$ cat src/rtl/pfr_pkg.sv
package pfr_pkg;

  localparam int CFG_DATA_W  = 5;
  localparam int CFG_INDEX_W = 1;

  localparam logic [CFG_INDEX_W-1:0] REG_POLICY_MODE   = 1'b0;
  localparam logic [CFG_INDEX_W-1:0] REG_FRAMES_IN_USE = 1'b1;

  localparam logic POLICY_FIFO = 1'b0;
  localparam logic POLICY_LRU  = 1'b1;

  localparam logic [CFG_DATA_W-1:0] FRAMES_IN_USE_RESET = 5'd12;

  typedef struct packed {
    logic [31:0] page_key;
    logic        is_write;
  } pfr_in_t;

  typedef struct packed {
    logic        hit;
    logic        evicted_dirty;
    logic [31:0] evicted_key;
    logic [31:0] fault_total;
    logic [31:0] writeback_total;
  } pfr_out_t;

  typedef struct packed {
    logic load;
    logic exec;
  } pfr_cmd_t;

endpackage

$ cat src/rtl/pfr_ctrl.sv
module pfr_ctrl
  import pfr_pkg::*;
(
  input  logic     clk,
  input  logic     rst,
  input  logic     in_valid,
  output logic     in_ready,
  output logic     out_valid,
  input  logic     out_ready,
  output pfr_cmd_t cmd
);

  typedef enum logic [1:0] {
    S_IDLE = 2'b01,
    S_EXEC = 2'b10
  } state_t;

  state_t state, state_next;
  logic   out_valid_next;

  assign in_ready = (state == S_IDLE);
  assign cmd.load = in_valid && in_ready;
  assign cmd.exec = (state == S_EXEC) && (!out_valid || out_ready);

  always_comb begin
    state_next = state;
    unique case (state)
      S_IDLE: if (cmd.load) state_next = S_EXEC;
      S_EXEC: if (cmd.exec) state_next = S_IDLE;
      default: state_next = S_IDLE;
    endcase
  end

  always_comb begin
    out_valid_next = out_valid;
    if (cmd.exec) begin
      out_valid_next = 1'b1;
    end else if (out_ready) begin
      out_valid_next = 1'b0;
    end
  end

  always_ff @(posedge clk) begin
    if (rst) begin
      state     <= S_IDLE;
      out_valid <= 1'b0;
    end else begin
      state     <= state_next;
      out_valid <= out_valid_next;
    end
  end

`ifndef SYNTH
  a_load_to_exec: assert property (@(posedge clk) disable iff (rst)
    cmd.load |=> (state == S_EXEC) && !in_ready)
    else $error("accepted beat did not start execution");

  a_out_hold: assert property (@(posedge clk) disable iff (rst)
    out_valid && !out_ready |=> out_valid)
    else $error("result beat dropped while stalled");
`endif

endmodule

$ cat src/rtl/pfr_datapath.sv
module pfr_datapath
  import pfr_pkg::*;
#(
  parameter int MAX_FRAMES = 16,
  parameter int KEY_BITS   = 32
) (
  input  logic                   clk,
  input  logic                   rst,
  input  pfr_cmd_t               cmd,
  input  pfr_in_t                in_data,
  output pfr_out_t               out_data,
  input  logic                   cfg_write_en,
  input  logic [CFG_INDEX_W-1:0] cfg_index,
  input  logic [CFG_DATA_W-1:0]  cfg_data
);

  localparam int KW = (KEY_BITS < 32) ? KEY_BITS : 32;
  localparam int FW = $clog2(MAX_FRAMES + 1);
  localparam int IW = $clog2(MAX_FRAMES);

  logic [KW-1:0]         keys      [MAX_FRAMES];
  logic [KW-1:0]         keys_next [MAX_FRAMES];
  logic [MAX_FRAMES-1:0] dirty, dirty_next;
  logic [FW-1:0]         filled;
  logic [31:0]           fault_counter, fault_next;
  logic [31:0]           writeback_counter, writeback_next;
  logic [KW-1:0]         req_key;
  logic                  req_wr;
  logic                  policy_mode;
  logic [CFG_DATA_W-1:0] frames_in_use;

  logic [FW-1:0]         cap;
  logic [MAX_FRAMES-1:0] match;
  logic                  hit, full, evict, fill, shift;
  logic [IW-1:0]         found, shift_base, tail;
  logic                  tail_dirty;

  always_comb begin
    if (frames_in_use == '0) begin
      cap = FW'(1);
    end else if (32'(frames_in_use) > 32'(MAX_FRAMES)) begin
      cap = FW'(MAX_FRAMES);
    end else begin
      cap = FW'(frames_in_use);
    end
  end

  always_comb begin
    found = '0;
    for (int s = 0; s < MAX_FRAMES; s++) begin
      match[s] = (FW'(s) < filled) && (keys[s] == req_key);
    end
    for (int s = MAX_FRAMES - 1; s >= 0; s--) begin
      if (match[s]) found = IW'(s);
    end
  end

  assign hit        = |match;
  assign full       = (filled >= cap);
  assign evict      = !hit && full;
  assign fill       = !hit && !full;
  assign shift      = (hit && (policy_mode == POLICY_LRU)) || evict;
  assign shift_base = hit ? found : '0;
  assign tail       = IW'(filled - FW'(1));
  assign tail_dirty = hit ? (dirty[found] | req_wr) : req_wr;

  always_comb begin
    for (int s = 0; s < MAX_FRAMES; s++) begin
      keys_next[s]  = keys[s];
      dirty_next[s] = dirty[s];
      if (shift && (IW'(s) >= shift_base) && (IW'(s) < tail)) begin
        if (s < MAX_FRAMES - 1) begin
          keys_next[s]  = keys[s+1];
          dirty_next[s] = dirty[s+1];
        end
      end else if (shift && (IW'(s) == tail)) begin
        keys_next[s]  = req_key;
        dirty_next[s] = tail_dirty;
      end else if (fill && (FW'(s) == filled)) begin
        keys_next[s]  = req_key;
        dirty_next[s] = req_wr;
      end else if (hit && (policy_mode == POLICY_FIFO) && (IW'(s) == found)) begin
        dirty_next[s] = dirty[s] | req_wr;
      end
    end
  end

  always_comb begin
    fault_next     = fault_counter;
    writeback_next = writeback_counter;
    if (!hit && (fault_counter != '1)) fault_next = fault_counter + 32'd1;
    if (evict && dirty[0] && (writeback_counter != '1)) begin
      writeback_next = writeback_counter + 32'd1;
    end
  end

  always_ff @(posedge clk) begin
    if (rst) begin
      dirty             <= '0;
      filled            <= '0;
      fault_counter     <= '0;
      writeback_counter <= '0;
      policy_mode       <= POLICY_LRU;
      frames_in_use     <= FRAMES_IN_USE_RESET;
    end else begin
      if (cfg_write_en) begin
        unique case (cfg_index)
          REG_POLICY_MODE:   policy_mode   <= cfg_data[0];
          REG_FRAMES_IN_USE: frames_in_use <= cfg_data;
          default: ;
        endcase
      end
      if (cmd.exec) begin
        dirty             <= dirty_next;
        fault_counter     <= fault_next;
        writeback_counter <= writeback_next;
        if (fill) filled <= filled + FW'(1);
      end
    end
  end

  always_ff @(posedge clk) begin
    if (cmd.load) begin
      req_key <= in_data.page_key[KW-1:0];
      req_wr  <= in_data.is_write;
    end
    if (cmd.exec) begin
      keys                     <= keys_next;
      out_data.hit             <= hit;
      out_data.evicted_dirty   <= evict && dirty[0];
      out_data.evicted_key     <= evict ? 32'(keys[0]) : '0;
      out_data.fault_total     <= fault_next;
      out_data.writeback_total <= writeback_next;
    end
  end

`ifndef SYNTH
  a_filled_bound: assert property (@(posedge clk) disable iff (rst)
    filled <= FW'(MAX_FRAMES))
    else $error("filled frame count beyond depth");

  a_fault_step: assert property (@(posedge clk) disable iff (rst)
    cmd.exec && !hit |=> (fault_counter == $past(fault_counter) + 32'd1) ||
                         ($past(fault_counter) == '1))
    else $error("fault counter did not advance on a miss");

  a_hit_no_fault: assert property (@(posedge clk) disable iff (rst)
    cmd.exec && hit |=> (fault_counter == $past(fault_counter)) &&
                        !out_data.evicted_dirty && (out_data.evicted_key == '0))
    else $error("hit changed fault count or reported an eviction");
`endif

endmodule

$ cat src/rtl/page_frame_replacement_unit.sv
// Page frame replacement unit: fully associative page store with FIFO or LRU
// victim selection, fault and writeback counters.
// Input channel (in_valid/in_ready/in_data): one memory reference per beat,
// a page key and a write flag. Output channel (out_valid/out_ready/out_data):
// one result beat per reference: hit, eviction info and running counters.
// Config port: cfg_write_en/cfg_index/cfg_data, index 0 policy (0 FIFO,
// 1 LRU), index 1 frames in use; write only while no reference is in flight.
// Steps: an accepted reference is captured into the request register, then the
// lookup and the shift of the frame chain run in the execute state, which writes
// the result register; no new reference is taken until that execute is done.
// The result register lets a new reference be accepted while the previous
// result waits; if the receiver stalls, the next reference stays in execute
// until the result register frees, and the input then holds off.
// Reset (synchronous, rst high): no resident pages, counters zero, LRU policy,
// 12 frames in use. No clearing pass is needed.
module page_frame_replacement_unit
  import pfr_pkg::*;
#(
  parameter int MAX_FRAMES = 16,
  parameter int KEY_BITS   = 32
) (
  input  logic                   clk,
  input  logic                   rst,
  input  logic                   in_valid,
  output logic                   in_ready,
  input  pfr_in_t                in_data,
  output logic                   out_valid,
  input  logic                   out_ready,
  output pfr_out_t               out_data,
  input  logic                   cfg_write_en,
  input  logic [CFG_INDEX_W-1:0] cfg_index,
  input  logic [CFG_DATA_W-1:0]  cfg_data
);

  pfr_cmd_t cmd;

  pfr_ctrl u_ctrl (
    .clk       (clk),
    .rst       (rst),
    .in_valid  (in_valid),
    .in_ready  (in_ready),
    .out_valid (out_valid),
    .out_ready (out_ready),
    .cmd       (cmd)
  );

  pfr_datapath #(
    .MAX_FRAMES (MAX_FRAMES),
    .KEY_BITS   (KEY_BITS)
  ) u_datapath (
    .clk          (clk),
    .rst          (rst),
    .cmd          (cmd),
    .in_data      (in_data),
    .out_data     (out_data),
    .cfg_write_en (cfg_write_en),
    .cfg_index    (cfg_index),
    .cfg_data     (cfg_data)
  );

endmodule

$ cat config.mk
export PLATFORM = sky130hd
export DESIGN_NAME = page_frame_replacement_unit
export DESIGN_NICKNAME = d
export VERILOG_FILES = /design/src/rtl/pfr_pkg.sv /design/src/rtl/pfr_ctrl.sv /design/src/rtl/pfr_datapath.sv /design/src/rtl/page_frame_replacement_unit.sv
export SDC_FILE = /design/constraint.sdc
export NUM_CORES = 2
export LEC_CHECK = 0
export BUFFER_PORTS_ARGS = -buffer_cell sky130_fd_sc_hd__buf_4
export CORE_ASPECT_RATIO = 1.75
export CORE_MARGIN = 1
export CORE_UTILIZATION = 61
export DETAILED_ROUTE_END_ITERATION = 16
export PLACE_DENSITY_LB_ADDON = 0.12
export SYNTH_ARGS = -nofsm -noshare
export SYNTH_HDL_FRONTEND = slang
export SYNTH_SLANG_ARGS = --single-unit
$ cat constraint.sdc
create_clock -name clk -period 5.97 [get_ports clk]
set_clock_uncertainty 0.1 [all_clocks]
set_input_delay 1.194 -clock clk [delete_from_list [all_inputs] [get_ports clk]]
set_output_delay 1.194 -clock clk [all_outputs]
set_load 0.05 [all_outputs]
==> impl_metrics.ini <==
[timing]
tightestPinTransition_ns = 1.292
drv_slew = 0
finalCritPeriodShare_pct = 96.85
min_period_ns = 5.782
fin_tns_setup_ns = 0
setup_viol = 0
hold_viol_final = 0
maxSlewHeadroom_pct = 13.55
fmax_mhz = 172.9
grt_setup_unrepaired = no

[detailed_routing]
antenna_left = 0
wl_um = 136000
num_vias = 28500
route.detailed.drc = 0
viasPerCell = 6.674
drtIter0Drc = 2065
wl_per_cell_um = 31.84
drt_first_pass_iters = 6

[yosys]
netlist_area_sq_um = 40160
synth_top_family_by_area = XOR/XNOR gates
synth_ff_type = edfxtp_1
synth_edf_count = 643
synth_seq_cells = 737
synthDistinctLibCells = 88
netlist_top_cells_count = edfxtp_1 (643), mux2_2 (467), xnor2_1 (418), xor2_1 (208), nor2_1 (175)
synthArstFlopShare_pct = 0
synthMuxAreaShare_pct = 13.47
synthAdderAreaFrac_pct = 0.4051
synth_fp_nets = 3336
synth-compound-area-share_pct = 3.403
synthTopCellsByArea = edfxtp_1 (48%), mux2_2 (13%), xnor2_1 (9.1%)
synth_top_area_share_pct = 48.08
ys_warn_count = 0
syn_area_per_cell_sq_um = 12.25
yosys.cell_count.top_type = edfxtp_1
synth-seq-area-share_pct = 52.77
syn_inst = 3279
synthSimpleGateAreaFrac_pct = 13.09
synth_top_area_cell = edfxtp_1
synth-xor-area-share_pct = 13.69

[floorplanning]
rows = 124
die_x_um = 196.0
chipHeight_um = 341.4
dieArea_sq_um = 66900
coreArea_sq_um = 65160
initial_core_util_pct = 61.62
io_pins = 144

[layout]
drive_gt1_share_pct = 26.52
fin_area_sq_um = 45160
fin_nets = 3459
synthToLayoutAreaGrowth_pct = 12.47

[clocking]
cts_buffer_depth = 3
cts_buffers = 69
cts_tree = done
post-cts-setup-buffers = 0
clock-sinks = 737
clk_pin_slew_ns = 0.07
h-tree-depth = 3
cts_root_buffer = clkbuf_16
insertion_delay_ns = 0.65

[grt]
grt_pass1_vias = 29590
grt_pass1_wl_um = 194200
antenna_found_initial = 4
grt_use_total_pct = 40.91
grt_max_degree = 89
grt_overflow = 0

[power]
clkPwrFrac_pct = 39.6
sequentialPowerShare_pct = 50.0
switchingPower_uw = 2803
powerDensity_nw_per_um2 = 254.3
cellInternalPower_uw = 8683
p_leak_uw = 0.01472
irDropWorstVdd_mv = 0.2739
p_comb_share_pct = 10.4
p_sw_share_pct = 24.40

[critical_path]
worstPathCellList = xor2_1, nand4b_1, or4_1, or3_1, nand4_1, nor4_4, nand4_1, nor2_1, nand2_1, nor4_1, xnor2_1, nor2_1
critical_path.endpoint_type = flop
cpMaxStageDelayCell = xor2_1
worstSetupStartpointType = flop
worstPathArrival_ns = 6.17
cp_data_required_time_ns = 6.36
slowest_delay_ns = 1.09
critPathKind = flop to flop
crit_fanout = 12

[run_status]
outcome = complete, no violations

[place]
dpl.hpwl_um = 101300
place.gp.congestion = 1.088
io_buffers = 143
dpl_cell_area_sq_um = 42880

[flow_run]
drv_cap = 0

[worst_hold_path]
hold_path.class = flop to flop
cells in the final DEF, fill, tap and decap left out, types with 40 or more instances in the layout:
cell and count:
xor2_1 208, buf_12 40, nor3_1 60, dfxtp_1 94
clkbuf_16 74, nor2_1 168, nand3_1 91, edfxtp_1 643
xnor2_1 418, and3_1 64, nor4_1 76, mux2_2 467
nand2_1 154, nand4_1 171, buf_4 253
registers in the layout, indices dropped and copies added (netlist names):
signal	flops
u_ctrl.state	2
u_datapath.fault_counter	32
u_datapath.keys	512
u_datapath.policy_mode	1
u_datapath.writeback_counter	32
u_datapath.frames_in_use	5
u_datapath.req_wr	1
u_datapath.out_data	98
u_ctrl.out_valid	1
u_datapath.filled	5
u_datapath.req_key	32
u_datapath.dirty	16
per-stage QoR:
step / cells / power [uW] / utilization [%] / setup slack, ns / hold WS, ns
final: 4271 / 11490 / 69.31 / 0.1878 / 0.3637
after global routing: 4269 / 11730 / 69.30 / 0.1372 / 0.3866
after CTS: 4269 / 11480 / 69.29 / 0.1316 / 0.3633
after detailed placement: 4150 / 6998 / 65.80 / 0.1584 / 0.3546
after global placement: 4150 / 6972 / 65.80 / 0.2233 / 0.3471
after floorplan: 3279 / 6591 / - / 0.4466 / 0.3206
power by group through the flow:
stage	logic (uW)	registers, uW	clock network [uW]
2_1_floorplan	763	5830	0
3_3_place_gp	1120	5850	0
3_5_place_dp	1150	5850	0
4_1_cts	1150	5740	4580
5_1_grt	1240	5740	4750
6_report	1190	5740	4550
routing by layer:
| metal | vias to the layer above | global-route usage [%] | part of all wire [%] |
|---|---|---|---|
| met5 | - | 0 | 0.0096 |
| li1 | 12340 | - | - |
| met4 | 2 | 47.75 | 14 |
| met3 | 797 | 8.841 | 6.5 |
| met1 | 13810 | 36.39 | 30 |
| met2 | 1558 | 71.14 | 50 |
kinds of logic (layout without fill, tap and decap cells):
family / after synthesis / after routing
AOI/OAI and AO/OA: 190 / 190
muxes: 481 / 481
xor gates and xnor gates: 627 / 627
DFF: 737 / 737
other: 0 / 2
and+or+nand+nor: 965 / 965
buffers and inverters: 266 / 437
adders and majority gates: 13 / 13
critical path, delay by kind of cell (launching register included):
family	cells	cell delay, ns
and+or+nand+nor	10	3.67
xor gates and xnor gates	2	1.26
DFF	1	0.60
worst paths after layout:
| path | startpoint | cells after the start | slack (ns) | to |
|---|---|---|---|---|
| min | u_datapath.frames_in_use[0]$_SDFFE_PP0P_ | 2 | 0.36 | u_datapath.frames_in_use[0]$_SDFFE_PP0P_ |
| min reg2reg | u_datapath.frames_in_use[0]$_SDFFE_PP0P_ | 2 | 0.36 | u_datapath.frames_in_use[0]$_SDFFE_PP0P_ |
| max reg2reg | u_datapath.req_key[31]$_DFFE_PP_ | 12 | 0.19 | u_datapath.writeback_counter[16]$_SDFFE_PP0P_ |
| max | u_datapath.req_key[31]$_DFFE_PP_ | 12 | 0.19 | u_datapath.writeback_counter[16]$_SDFFE_PP0P_ |
timing repair:
item                                    4_1_cts  5_1_grt
endpoints found under the setup margin        0       71
gates resized for setup                       0        2
hold buffers                                  0        0
area by class of cell:
| type | count | area, sq um |
|---|---|---|
| Antenna cell | 2 | 5.005 |
| Fill cell | 4631 | 20000 |
| Tap cell | 819 | 1025 |
| Sequential cell | 737 | 21190 |
| Multi-Input combinational cell | 2276 | 17880 |
| Clock buffer | 87 | 1941 |
| Timing Repair Buffer | 293 | 2700 |
| Inverter | 25 | 96.34 |
| Clock inverter | 32 | 330.3 |
No activity file was read; power rests on OpenSTA's default activity.
